<file path="src/design/mvtc_pkg.sv">
`default_nettype none
// ----------------------------------------------------------------------------
// mvtc_pkg
// Types, codes and helper functions for the mixing valve temperature
// controller: payload structs, controller states and saturation helpers.
// ----------------------------------------------------------------------------
package mvtc_pkg;

  localparam logic        TWO_WAY_MOTOR = 1'b0;
  localparam logic [9:0]  FULL_PTH      = 10'd1000;
  localparam int          PI_SHIFT      = 21;     // 0x200000
  localparam int          DIV_STEPS     = 52;
  localparam int          MUL_STEPS     = 32;
  localparam logic signed [39:0] SAT_MAX = {1'b0, {39{1'b1}}};
  localparam logic signed [39:0] SAT_MIN = {1'b1, 39'd0};

  localparam logic [1:0] ALG_BANG   = 2'd0;
  localparam logic [1:0] ALG_APPROX = 2'd1;
  localparam logic [1:0] ALG_PI     = 2'd2;

  typedef enum logic [1:0] {RQ_NONE, RQ_STOP, RQ_OPEN, RQ_CLOSE} request_t;
  typedef enum logic [2:0] {
    STAT_OK, STAT_DZ, STAT_SENSOR, STAT_DEADBAND, STAT_NOTIMPL
  } status_t;

  typedef enum logic [2:0] {
    CFG_ALGORITHM, CFG_DEADBAND, CFG_DEADZONE, CFG_INTERVAL,
    CFG_STEP, CFG_GAIN, CFG_TI, CFG_SPAN
  } cfg_idx_t;

  typedef struct packed {
    logic [31:0] now_time;
    logic [19:0] target_temp;
    logic [19:0] out_temp;
    logic        out_ok;
    logic [19:0] hot_temp;
    logic        hot_ok;
    logic [19:0] cold_temp;
    logic        cold_ok;
    logic        restart;
  } item_t;

  typedef struct packed {
    logic [1:0] request;
    logic [9:0] course_pth;
    logic [2:0] status;
  } result_t;

  typedef enum logic [2:0] {
    S_IDLE, S_DECIDE, S_KP, S_KE, S_Q, S_IT, S_PT, S_FIN
  } ctrl_state_t;

  typedef enum logic [2:0] {AOP_KP, AOP_KE, AOP_Q, AOP_IT, AOP_PT} aop_t;

  typedef struct packed {
    logic load;
    logic commit_dec;
    logic arith_start;
    aop_t arith_op;
    logic cap_sum;
    logic early_out;
    logic fin_out;
  } cmd_t;

  typedef struct packed {
    logic early;
    logic arith_done;
  } sts_t;

  // acceptance check of a move request
  function automatic result_t move_req(input logic neg, input logic [18:0] mag,
                                       input logic [9:0] db);
    logic [9:0] m;
    result_t    r;
    m = (mag >= 19'd1000) ? FULL_PTH : mag[9:0];
    if (TWO_WAY_MOTOR && (mag != 19'd1000)) begin
      r = '{request: RQ_NONE, course_pth: 10'd0, status: STAT_NOTIMPL};
    end else if (!TWO_WAY_MOTOR && (m < db)) begin
      r = '{request: RQ_NONE, course_pth: 10'd0, status: STAT_DEADBAND};
    end else begin
      r = '{request: (neg ? RQ_CLOSE : RQ_OPEN), course_pth: m, status: STAT_OK};
    end
    return r;
  endfunction

  // signed 40-bit value from sign and unsigned magnitude, saturated
  function automatic logic signed [39:0] sat_mag(input logic neg, input logic [83:0] p);
    logic signed [39:0] r;
    if (|p[83:39]) begin
      r = neg ? SAT_MIN : SAT_MAX;
    end else begin
      r = neg ? -signed'(p[39:0]) : signed'(p[39:0]);
    end
    return r;
  endfunction

  function automatic logic signed [39:0] sat_sum(input logic signed [39:0] a,
                                                 input logic signed [39:0] b);
    logic signed [40:0] s;
    logic signed [39:0] r;
    s = {a[39], a} + {b[39], b};
    if (s[40] != s[39]) begin
      r = s[40] ? SAT_MIN : SAT_MAX;
    end else begin
      r = s[39:0];
    end
    return r;
  endfunction

endpackage
`default_nettype wire

</file>
<file path="src/design/mvtc_ctrl.sv">
`default_nettype none
// ----------------------------------------------------------------------------
// mvtc_ctrl
// Sequencer: accepts one item, lets the datapath decide, runs the PI
// divide/multiply chain when needed and loads the result register.
// ----------------------------------------------------------------------------
module mvtc_ctrl (
  input  wire logic          clk,
  input  wire logic          rst,
  input  wire logic          item_valid,
  output logic               item_ready,
  output logic               result_valid,
  input  wire logic          result_ready,
  input  wire mvtc_pkg::sts_t sts,
  output mvtc_pkg::cmd_t     cmd
);
  import mvtc_pkg::*;

  ctrl_state_t state, state_next;
  logic        out_free;

  assign out_free = !result_valid || result_ready;

  always_ff @(posedge clk) begin
    if (rst) begin
      state        <= S_IDLE;
      result_valid <= 1'b0;
    end else begin
      state <= state_next;
      if (cmd.early_out || cmd.fin_out) begin
        result_valid <= 1'b1;
      end else if (result_ready) begin
        result_valid <= 1'b0;
      end
    end
  end

  always_comb begin
    state_next = state;
    unique case (state)
      S_IDLE:   if (item_valid) state_next = S_DECIDE;
      S_DECIDE: begin
        if (!sts.early) state_next = S_KP;
        else if (out_free) state_next = S_IDLE;
      end
      S_KP:     if (sts.arith_done) state_next = S_KE;
      S_KE:     if (sts.arith_done) state_next = S_Q;
      S_Q:      if (sts.arith_done) state_next = S_IT;
      S_IT:     if (sts.arith_done) state_next = S_PT;
      S_PT:     if (sts.arith_done) state_next = S_FIN;
      S_FIN:    if (out_free) state_next = S_IDLE;
      default:  state_next = S_IDLE;
    endcase
  end

  always_comb begin
    cmd        = '0;
    item_ready = 1'b0;
    unique case (state)
      S_IDLE: begin
        item_ready = 1'b1;
        cmd.load   = item_valid;
      end
      S_DECIDE: begin
        if (!sts.early) begin
          cmd.commit_dec  = 1'b1;
          cmd.arith_start = 1'b1;
          cmd.arith_op    = AOP_KP;
        end else if (out_free) begin
          cmd.commit_dec = 1'b1;
          cmd.early_out  = 1'b1;
        end
      end
      S_KP: begin
        cmd.arith_start = sts.arith_done;
        cmd.arith_op    = AOP_KE;
      end
      S_KE: begin
        cmd.arith_start = sts.arith_done;
        cmd.arith_op    = AOP_Q;
      end
      S_Q: begin
        cmd.arith_start = sts.arith_done;
        cmd.arith_op    = AOP_IT;
      end
      S_IT: begin
        cmd.arith_start = sts.arith_done;
        cmd.arith_op    = AOP_PT;
      end
      S_PT:    cmd.cap_sum = sts.arith_done;
      S_FIN:   cmd.fin_out = out_free;
      default: cmd = '0;
    endcase
  end

endmodule
`default_nettype wire

</file>
<file path="src/design/mvtc_dp.sv">
`default_nettype none
// ----------------------------------------------------------------------------
// mvtc_dp
// Datapath: configuration and controller state, early decisions, shared
// restoring divider and shift-add multiplier, PI sum and result register.
// ----------------------------------------------------------------------------
module mvtc_dp (
  input  wire logic            clk,
  input  wire logic            rst,
  input  wire mvtc_pkg::cmd_t  cmd,
  output mvtc_pkg::sts_t       sts,
  input  wire mvtc_pkg::item_t item,
  input  wire logic            cfg_valid,
  input  wire logic [2:0]      cfg_index,
  input  wire logic [31:0]     cfg_data,
  output mvtc_pkg::result_t    result
);
  import mvtc_pkg::*;

  // configuration
  logic [1:0]  algorithm;
  logic [9:0]  deadband_pth;
  logic [15:0] temp_deadzone;
  logic [31:0] sample_interval;
  logic [9:0]  approx_step_pth;
  logic [31:0] gain_scaled;
  logic [31:0] integral_time;
  logic [19:0] cold_fallback_span;

  // controller state
  logic [31:0]        last_sample_time;
  logic               loop_armed;
  logic [19:0]        held_out_temp;
  logic signed [39:0] deadband_accum;

  item_t itm;

  // arithmetic unit
  logic        busy, done_q, is_div;
  logic [5:0]  cnt;
  logic [83:0] acc, mcand;
  logic [31:0] mplier, dvs, rem;
  logic [51:0] dq;
  logic [32:0] rem_sh, rem_diff;
  logic        ge;
  logic [31:0] kp, dt_reg;
  logic signed [39:0] iterm, sum;

  // decision signals
  logic signed [22:0] t_tgt, t_out, t_hot, t_prev, half, lo_raw, hi, lo, range_v;
  logic signed [22:0] err, pd;
  logic [19:0]  err_mag, pd_mag;
  logic         err_neg, pd_neg, in_dz, ready_eff, early;
  logic [31:0]  dt_now, last1, dt1, ti;
  logic [41:0]  g42, gk;
  result_t      dec, fin_res;
  logic         d_last_we, d_ready, d_prev_we, d_accum_clr;
  logic [31:0]  d_last;
  logic signed [39:0] s2;
  logic [39:0]  s2_abs;
  logic [18:0]  fmag;

  assign t_tgt  = 23'(itm.target_temp);
  assign t_out  = 23'(itm.out_temp);
  assign t_hot  = 23'(itm.hot_temp);
  assign t_prev = 23'(held_out_temp);
  assign half   = 23'(temp_deadzone[15:1]);
  assign in_dz  = ((t_out - half) < t_tgt) && (t_tgt < (t_out + half));
  assign ready_eff = loop_armed && !itm.restart;

  assign dt_now = itm.now_time - last_sample_time;
  assign last1  = ready_eff ? last_sample_time : itm.now_time;
  assign dt1    = itm.now_time - last1;

  // jacket the outlet reading into the hot/cold range
  assign lo_raw  = itm.cold_ok ? 23'(itm.cold_temp) : t_hot - 23'(cold_fallback_span);
  assign hi      = (t_out > t_hot) ? t_out : t_hot;
  assign lo      = (t_out > t_hot) ? lo_raw : ((t_out < lo_raw) ? t_out : lo_raw);
  assign range_v = hi - lo;

  assign err     = t_tgt - t_out;
  assign err_neg = err[22];
  assign err_mag = err_neg ? 20'(-err) : err[19:0];
  assign pd      = t_prev - t_out;
  assign pd_neg  = pd[22];
  assign pd_mag  = pd_neg ? 20'(-pd) : pd[19:0];

  assign g42 = {10'd0, gain_scaled};
  assign gk  = (g42 << 10) - (g42 << 4) - (g42 << 3);  // times 1000
  assign ti  = (integral_time == 32'd0) ? 32'd1 : integral_time;

  always_comb begin
    early       = 1'b1;
    dec         = '{request: RQ_NONE, course_pth: 10'd0, status: STAT_OK};
    d_last_we   = 1'b0;
    d_last      = itm.now_time;
    d_ready     = ready_eff;
    d_prev_we   = 1'b0;
    d_accum_clr = 1'b0;
    unique case (algorithm)
      ALG_BANG: begin
        if (!itm.out_ok) dec.status = STAT_SENSOR;
        else if (in_dz) dec = '{request: RQ_STOP, course_pth: 10'd0, status: STAT_DZ};
        else dec = move_req(!(t_tgt > t_out), 19'd1000, deadband_pth);
      end
      ALG_APPROX: begin
        d_ready   = 1'b1;
        d_last_we = 1'b1;
        d_last    = last1;
        if (dt1 >= sample_interval) begin
          d_last = itm.now_time;
          if (!itm.out_ok) dec.status = STAT_SENSOR;
          else if (t_out < (t_tgt - half))
            dec = move_req(1'b0, 19'(approx_step_pth), deadband_pth);
          else if (t_out > (t_tgt + half))
            dec = move_req(approx_step_pth != 10'd0, 19'(approx_step_pth), deadband_pth);
          else dec = '{request: RQ_STOP, course_pth: 10'd0, status: STAT_DZ};
        end
      end
      ALG_PI: begin
        if (dt_now >= sample_interval) begin
          d_last_we = 1'b1;
          if (!itm.out_ok) dec.status = STAT_SENSOR;
          else if (in_dz) begin
            d_ready = 1'b0;
            dec = '{request: RQ_STOP, course_pth: 10'd0, status: STAT_DZ};
          end else if (!itm.hot_ok) dec.status = STAT_SENSOR;
          else if (t_tgt <= lo) begin
            d_ready = 1'b0;
            dec = move_req(1'b1, 19'd1000, deadband_pth);
          end else if (t_tgt >= hi) begin
            d_ready = 1'b0;
            dec = move_req(1'b0, 19'd1000, deadband_pth);
          end else if (range_v <= 23'sd1000) begin
            d_ready    = 1'b0;
            dec.status = STAT_DZ;
          end else if (!ready_eff) begin
            // reset cycle: latch outlet, clear accumulator
            d_prev_we   = 1'b1;
            d_accum_clr = 1'b1;
            d_ready     = 1'b1;
          end else begin
            early = 1'b0;
          end
        end
      end
      default: dec.status = STAT_NOTIMPL;
    endcase
  end

  // final PI step: add accumulator, scale down toward zero
  assign s2      = sat_sum(sum, deadband_accum);
  assign s2_abs  = s2[39] ? 40'(-s2) : 40'(s2);
  assign fmag    = s2_abs[39:PI_SHIFT];
  assign fin_res = move_req(s2[39] && (fmag != 19'd0), fmag, deadband_pth);

  assign sts = '{early: early, arith_done: done_q};

  always_ff @(posedge clk) begin
    if (rst) begin
      algorithm          <= ALG_BANG;
      deadband_pth       <= 10'd0;
      temp_deadzone      <= 16'd0;
      sample_interval    <= 32'd1;
      approx_step_pth    <= 10'd0;
      gain_scaled        <= 32'd0;
      integral_time      <= 32'd1;
      cold_fallback_span <= 20'd1;
      last_sample_time   <= 32'd0;
      loop_armed         <= 1'b0;
      held_out_temp      <= 20'd0;
      deadband_accum     <= 40'sd0;
    end else begin
      if (cfg_valid) begin
        unique case (cfg_idx_t'(cfg_index))
          CFG_ALGORITHM: algorithm          <= cfg_data[1:0];
          CFG_DEADBAND:  deadband_pth       <= cfg_data[9:0];
          CFG_DEADZONE:  temp_deadzone      <= cfg_data[15:0];
          CFG_INTERVAL:  sample_interval    <= cfg_data;
          CFG_STEP:      approx_step_pth    <= cfg_data[9:0];
          CFG_GAIN:      gain_scaled        <= cfg_data;
          CFG_TI:        integral_time      <= cfg_data;
          CFG_SPAN:      cold_fallback_span <= cfg_data[19:0];
          default:       algorithm          <= algorithm;
        endcase
      end
      if (cmd.commit_dec) begin
        if (d_last_we) last_sample_time <= d_last;
        loop_armed <= d_ready;
        if (d_prev_we) held_out_temp <= itm.out_temp;
        if (d_accum_clr) deadband_accum <= 40'sd0;
      end
      if (cmd.fin_out) begin
        if (fin_res.status != STAT_OK) begin
          deadband_accum <= sat_sum(deadband_accum, iterm);
        end else begin
          held_out_temp  <= itm.out_temp;
          deadband_accum <= 40'sd0;
        end
      end
    end
  end

  // arithmetic unit control
  always_ff @(posedge clk) begin
    if (rst) begin
      busy   <= 1'b0;
      done_q <= 1'b0;
      is_div <= 1'b0;
      cnt    <= 6'd0;
    end else begin
      done_q <= 1'b0;
      if (cmd.arith_start) begin
        busy   <= 1'b1;
        cnt    <= 6'd0;
        is_div <= (cmd.arith_op == AOP_KP) || (cmd.arith_op == AOP_Q);
      end else if (busy) begin
        cnt <= cnt + 6'd1;
        if (cnt == (is_div ? 6'(DIV_STEPS - 1) : 6'(MUL_STEPS - 1))) begin
          busy   <= 1'b0;
          done_q <= 1'b1;
        end
      end
    end
  end

  assign rem_sh   = {rem, dq[51]};
  assign ge       = rem_sh >= {1'b0, dvs};
  assign rem_diff = rem_sh - {1'b0, dvs};

  always_ff @(posedge clk) begin
    if (cmd.load) itm <= item;
    if (cmd.commit_dec) dt_reg <= dt_now;
    if (cmd.arith_start) begin
      unique case (cmd.arith_op)
        AOP_KP: begin
          dq  <= {10'd0, gk};
          rem <= 32'd0;
          dvs <= 32'(range_v[21:0]);
        end
        AOP_KE: begin
          kp     <= dq[31:0];
          acc    <= 84'd0;
          mcand  <= {52'd0, dq[31:0]};
          mplier <= 32'(err_mag);
        end
        AOP_Q: begin
          dq  <= acc[51:0];
          rem <= 32'd0;
          dvs <= ti;
        end
        AOP_IT: begin
          acc    <= 84'd0;
          mcand  <= {32'd0, dq};
          mplier <= dt_reg;
        end
        AOP_PT: begin
          iterm  <= sat_mag(err_neg, acc);
          acc    <= 84'd0;
          mcand  <= {52'd0, kp};
          mplier <= 32'(pd_mag);
        end
        default: acc <= 84'd0;
      endcase
    end else if (busy) begin
      if (is_div) begin
        rem <= ge ? rem_diff[31:0] : rem_sh[31:0];
        dq  <= {dq[50:0], ge};
      end else begin
        if (mplier[0]) acc <= acc + mcand;
        mcand  <= mcand << 1;
        mplier <= mplier >> 1;
      end
    end
    if (cmd.cap_sum) sum <= sat_sum(iterm, sat_mag(pd_neg, acc));
    if (cmd.early_out) result <= dec;
    else if (cmd.fin_out) result <= fin_res;
  end

endmodule
`default_nettype wire

</file>
<file path="src/design/mixing_valve_temp_controller.sv">
`default_nettype none
// ----------------------------------------------------------------------------
// mixing_valve_temp_controller
// Mixing valve outlet temperature controller: bang-bang, successive
// approximation and velocity-form PI with deadband accumulation.
// ----------------------------------------------------------------------------
//  channel   signals                              direction
//  item      item_valid / item_ready / item       in
//  result    result_valid / result_ready / result out
//  config    cfg_valid / cfg_ready / cfg_index / cfg_data   in
//
//  one item at a time; a result decided without PI arithmetic is presented
//  from the decide step, and the next item can be accepted after that step
//  a full PI update runs decide, two 52-step divides and three 32-step multiplies
//  on the shared radix-2 unit, then presents its result from the final step
//  a waiting result holds the next item at its decide or final step
//  rst is synchronous and resets state and configuration; config is always ready
// ----------------------------------------------------------------------------
module mixing_valve_temp_controller (
  input  wire logic              clk,
  input  wire logic              rst,
  input  wire logic              item_valid,
  output logic                   item_ready,
  input  wire mvtc_pkg::item_t   item,
  output logic                   result_valid,
  input  wire logic              result_ready,
  output mvtc_pkg::result_t      result,
  input  wire logic              cfg_valid,
  output logic                   cfg_ready,
  input  wire logic [2:0]        cfg_index,
  input  wire logic [31:0]       cfg_data
);
  import mvtc_pkg::*;

  cmd_t cmd;
  sts_t sts;

  assign cfg_ready = 1'b1;

  mvtc_ctrl u_ctrl (
    .clk          (clk),
    .rst          (rst),
    .item_valid   (item_valid),
    .item_ready   (item_ready),
    .result_valid (result_valid),
    .result_ready (result_ready),
    .sts          (sts),
    .cmd          (cmd)
  );

  mvtc_dp u_dp (
    .clk       (clk),
    .rst       (rst),
    .cmd       (cmd),
    .sts       (sts),
    .item      (item),
    .cfg_valid (cfg_valid),
    .cfg_index (cfg_index),
    .cfg_data  (cfg_data),
    .result    (result)
  );

endmodule
`default_nettype wire

</file>
<file path="config.mk">
export PLATFORM = sky130hd
export DESIGN_NAME = mixing_valve_temp_controller
export DESIGN_NICKNAME = d
export VERILOG_FILES = /design/src/design/mvtc_pkg.sv /design/src/design/mvtc_ctrl.sv /design/src/design/mvtc_dp.sv /design/src/design/mixing_valve_temp_controller.sv
export SDC_FILE = /design/constraint.sdc
export NUM_CORES = 2
export LEC_CHECK = 0
export BUFFER_PORTS_ARGS = -buffer_cell sky130_fd_sc_hd__buf_2
export CORE_UTILIZATION = 51
export DETAILED_ROUTE_END_ITERATION = 8
export PLACE_DENSITY = 0.67
export RECOVER_POWER = 100
export SLEW_MARGIN = 25
export SYNTH_ARGS = -nofsm -noshare
export SYNTH_HDL_FRONTEND = slang
export SYNTH_SLANG_ARGS = --single-unit
export TNS_END_PERCENT = 30
</file>
<file path="constraint.sdc">
create_clock -name clk -period 15.1 [get_ports clk]
set_clock_uncertainty 0.1 [all_clocks]
set_input_delay 3.02 -clock clk [delete_from_list [all_inputs] [get_ports clk]]
set_output_delay 3.02 -clock clk [all_outputs]
set_load 0.01 [all_outputs]
</file>
==> results.cfg <==
[clock_network]
cts_tree = built
cts_buffer_depth = 3
numCtsBuffers = 97
cts.htree.levels = 3
hold_buffers = 0
cts_root_buf = clkbuf_16
cts_resized = 0
cts_setup_buffers = 0
cts_num_sinks = 850
clk_pin_slew_ps = 60
insertion_delay_ps = 730

[floorplan]
fp.dieW_um = 364
core_sq_um = 130000
dieArea_sq_um = 132000
pin_count = 174
initial_utilization_pct = 51.5
num_rows = 132
die_height_um = 364

[synth]
synth-warning-count = 0
synthCells = 7510
synthArstFlopShare_pct = 0
synth_area_sq_um = 66800
syn_nets = 8424
avgSynthCellArea_sq_um = 8.89
synth_edf_count = 591
ys_seq_area_share_pct = 34.3
yosys_register_bits = 850
synth.distinct_cells = 85
ys.flop_type = edfxtp_1

[global_route]
grt_pass1_vias = 53740
grt_pass1_wl_um = 309000
grt_max_degree = 190
grt_overflow = 0
antenna_found_initial = 17
grt.total_usage_pct = 30.0

[pwr]
p_leak_nw = 29.1
vdd_drop_max_mv = 0.176
power.density_nw_per_um2 = 123

[routing]
dr.pass1.iters = 8
drtIter0Drc = 5263
drt-vias-per-instance = 6.06
detail-route-antenna-nets = 0
wl_per_cell_um = 21.5
route.detailed.drc = 0
wl_um = 203000
vias = 57109

[layout]
final_cell_mix = 719 x ha_1, 700 x nand2_1, 672 x a21oi_1
largest_reg_flops = 116
area_delta_synth_final_pct = 8.99
drive_above_1_share_pct = 7.15
nets = 8498
largest-register = u_dp.itm
top_regs = u_dp.itm (116), u_dp.acc (84), u_dp.mcand (84)
fin_area_sq_um = 72800
layout_commonest_cell = ha_1

[setup_path]
critPathKind = flip-flop to flip-flop
cp_max_fo = 73
start_kind = flip-flop
rr_worst_depth = 46
r2r_slack_ps = 1270
critPathCaptureType = flip-flop
required_ps = 15360
cp.arrival_ps = 14090
critPathSlowestCell = mux2_2
critPathMaxStageDelay_ps = 1030

[timing]
setup_slack_ps = 1270
hold_viol = 0
post-route-period-util_pct = 91.6
relSlewSlack_pct = -169
rsz0062_at_grt = false
min_period_ps = 13830
finalSetupViolCount = 0
tightest_slew_ps = 4030
maxSlewViolCount = 782
tns_ps = 0
fmax_mhz = 72.3

[job]
maxCapViolCount = 17

[min_path]
min_path_cells = 2
min_path_type = flip-flop to flip-flop

[outcome]
violations = capacitance limit, slew limit
outcome = complete, but fails checks

[placement]
placedInstanceArea_sq_um = 69600
globalplace.congestion = 0.977
hpwl_um = 154000
io_buffers = 172
place_ws_ps = 1540
-- report_power, final --
part	total (mW)	internal, mW	switching (mW)	leakage [nW]
sequential	2.90	2.72	0.180	7.46
combinational	3.57	1.43	2.13	20.0
clock	2.52	1.47	1.05	1.63
total	8.98	5.62	3.36	29.1
-- through the flow --
step                cells  util [%]  power [mW]  hold slack [ps]
floorplan            7510         -        5.39              336
global placement     9223      53.6        6.38              342
detailed placement   9225      53.7        6.45              348
CTS                  9409      56.3        8.97              355
global route         9411      56.1        9.48              370
finish               9419      56.2        8.98              356
-- synthesized netlist by cell type, drive strengths merged (15+ instances only) --
| cell | n | area, sq um |
|---|---|---|
| ha | 719 | 9000 |
| nand2 | 700 | 2630 |
| a21oi | 673 | 3370 |
| edfxtp | 591 | 17700 |
| nor2 | 579 | 2170 |
| inv | 514 | 1930 |
| o21ai | 421 | 2110 |
| xnor2 | 302 | 2650 |
| dfxtp | 259 | 5180 |
| clkbuf | 242 | 910 |
| a21o | 221 | 1660 |
| nand2b | 203 | 1270 |
| nor3 | 166 | 831 |
| mux2i | 155 | 1550 |
| nand3 | 140 | 701 |
| xor2 | 134 | 1170 |
| mux2 | 100 | 1130 |
| nor2b | 99 | 619 |
| o21a | 92 | 691 |
| and2 | 83 | 519 |
| or3 | 81 | 552 |
| nand4 | 75 | 469 |
| o21bai | 61 | 458 |
| o311ai | 56 | 490 |
| and3 | 54 | 338 |
| a22o | 52 | 455 |
| a31oi | 52 | 325 |
| a211oi | 51 | 383 |
| nor4 | 49 | 307 |
| o2bb2ai | 42 | 368 |
| o31ai | 42 | 315 |
| o211ai | 41 | 308 |
| fa | 39 | 781 |
| or2 | 38 | 238 |
| a21boi | 37 | 278 |
| buf | 28 | 120 |
| nor3b | 18 | 135 |
| o31a | 18 | 158 |
| or4 | 18 | 139 |
| a2111oi | 17 | 150 |
| a22oi | 17 | 128 |
| a31o | 16 | 140 |
| o22ai | 16 | 100 |
| maj3 | 15 | 150 |
-- worst paths after layout --
path,end,startpoint
max,u_dp.mplier[17],u_dp.itm[24]
min,u_dp.sample_interval[23],u_dp.sample_interval[23]
min reg2reg,u_dp.sample_interval[23],u_dp.sample_interval[23]
max reg2reg,u_dp.mplier[17],u_dp.itm[24]
-- cell type report --
type                            instances  area (sq um)
Fill cell                           11680         56900
Multi-Input combinational cell       5876         41000
Sequential cell                       850         22900
Clock buffer                          120          2580
Tap cell                             1742          2180
Inverter                              514          1930
Timing Repair Buffer                  245          1360
Clock inverter                         64           782
Antenna cell                            8          20.0
-- worst max-delay path: cells and delay by family (launching register included) --
| family | cells | cell delay, ps |
|---|---|---|
| adder cells (fa/ha/maj) | 8 | 2380 |
| AND/OR/NAND/NOR | 6 | 1440 |
| AO/OA/AOI/OAI | 27 | 6720 |
| buffers and inverters | 3 | 780 |
| flip-flops | 1 | 460 |
| multiplexers | 2 | 1400 |
-- metal layers --
layer	vias up	wire length, um	GRT usage, %
met1	27335	88200	40.3
met4	8	10800	14.3
met5	-	56	0
met3	430	13300	3.90
met2	1909	90600	47.9
li1	27427	-	-
-- cells by family (layout without fill, tap and decap cells) --
family	after synthesis	in the layout	share of synthesized area, %
AOI/OAI and AO/OA	2062	2062	19.7
adders and majority gates	773	773	14.9
and+or+nand+nor	2349	2349	16.9
muxes	255	255	4.01
DFF	850	850	34.3
xor gates and xnor gates	436	436	5.72
other	1	9	0.00561
buffers and inverters	784	943	4.43
(Power assumes the default switching activity.)
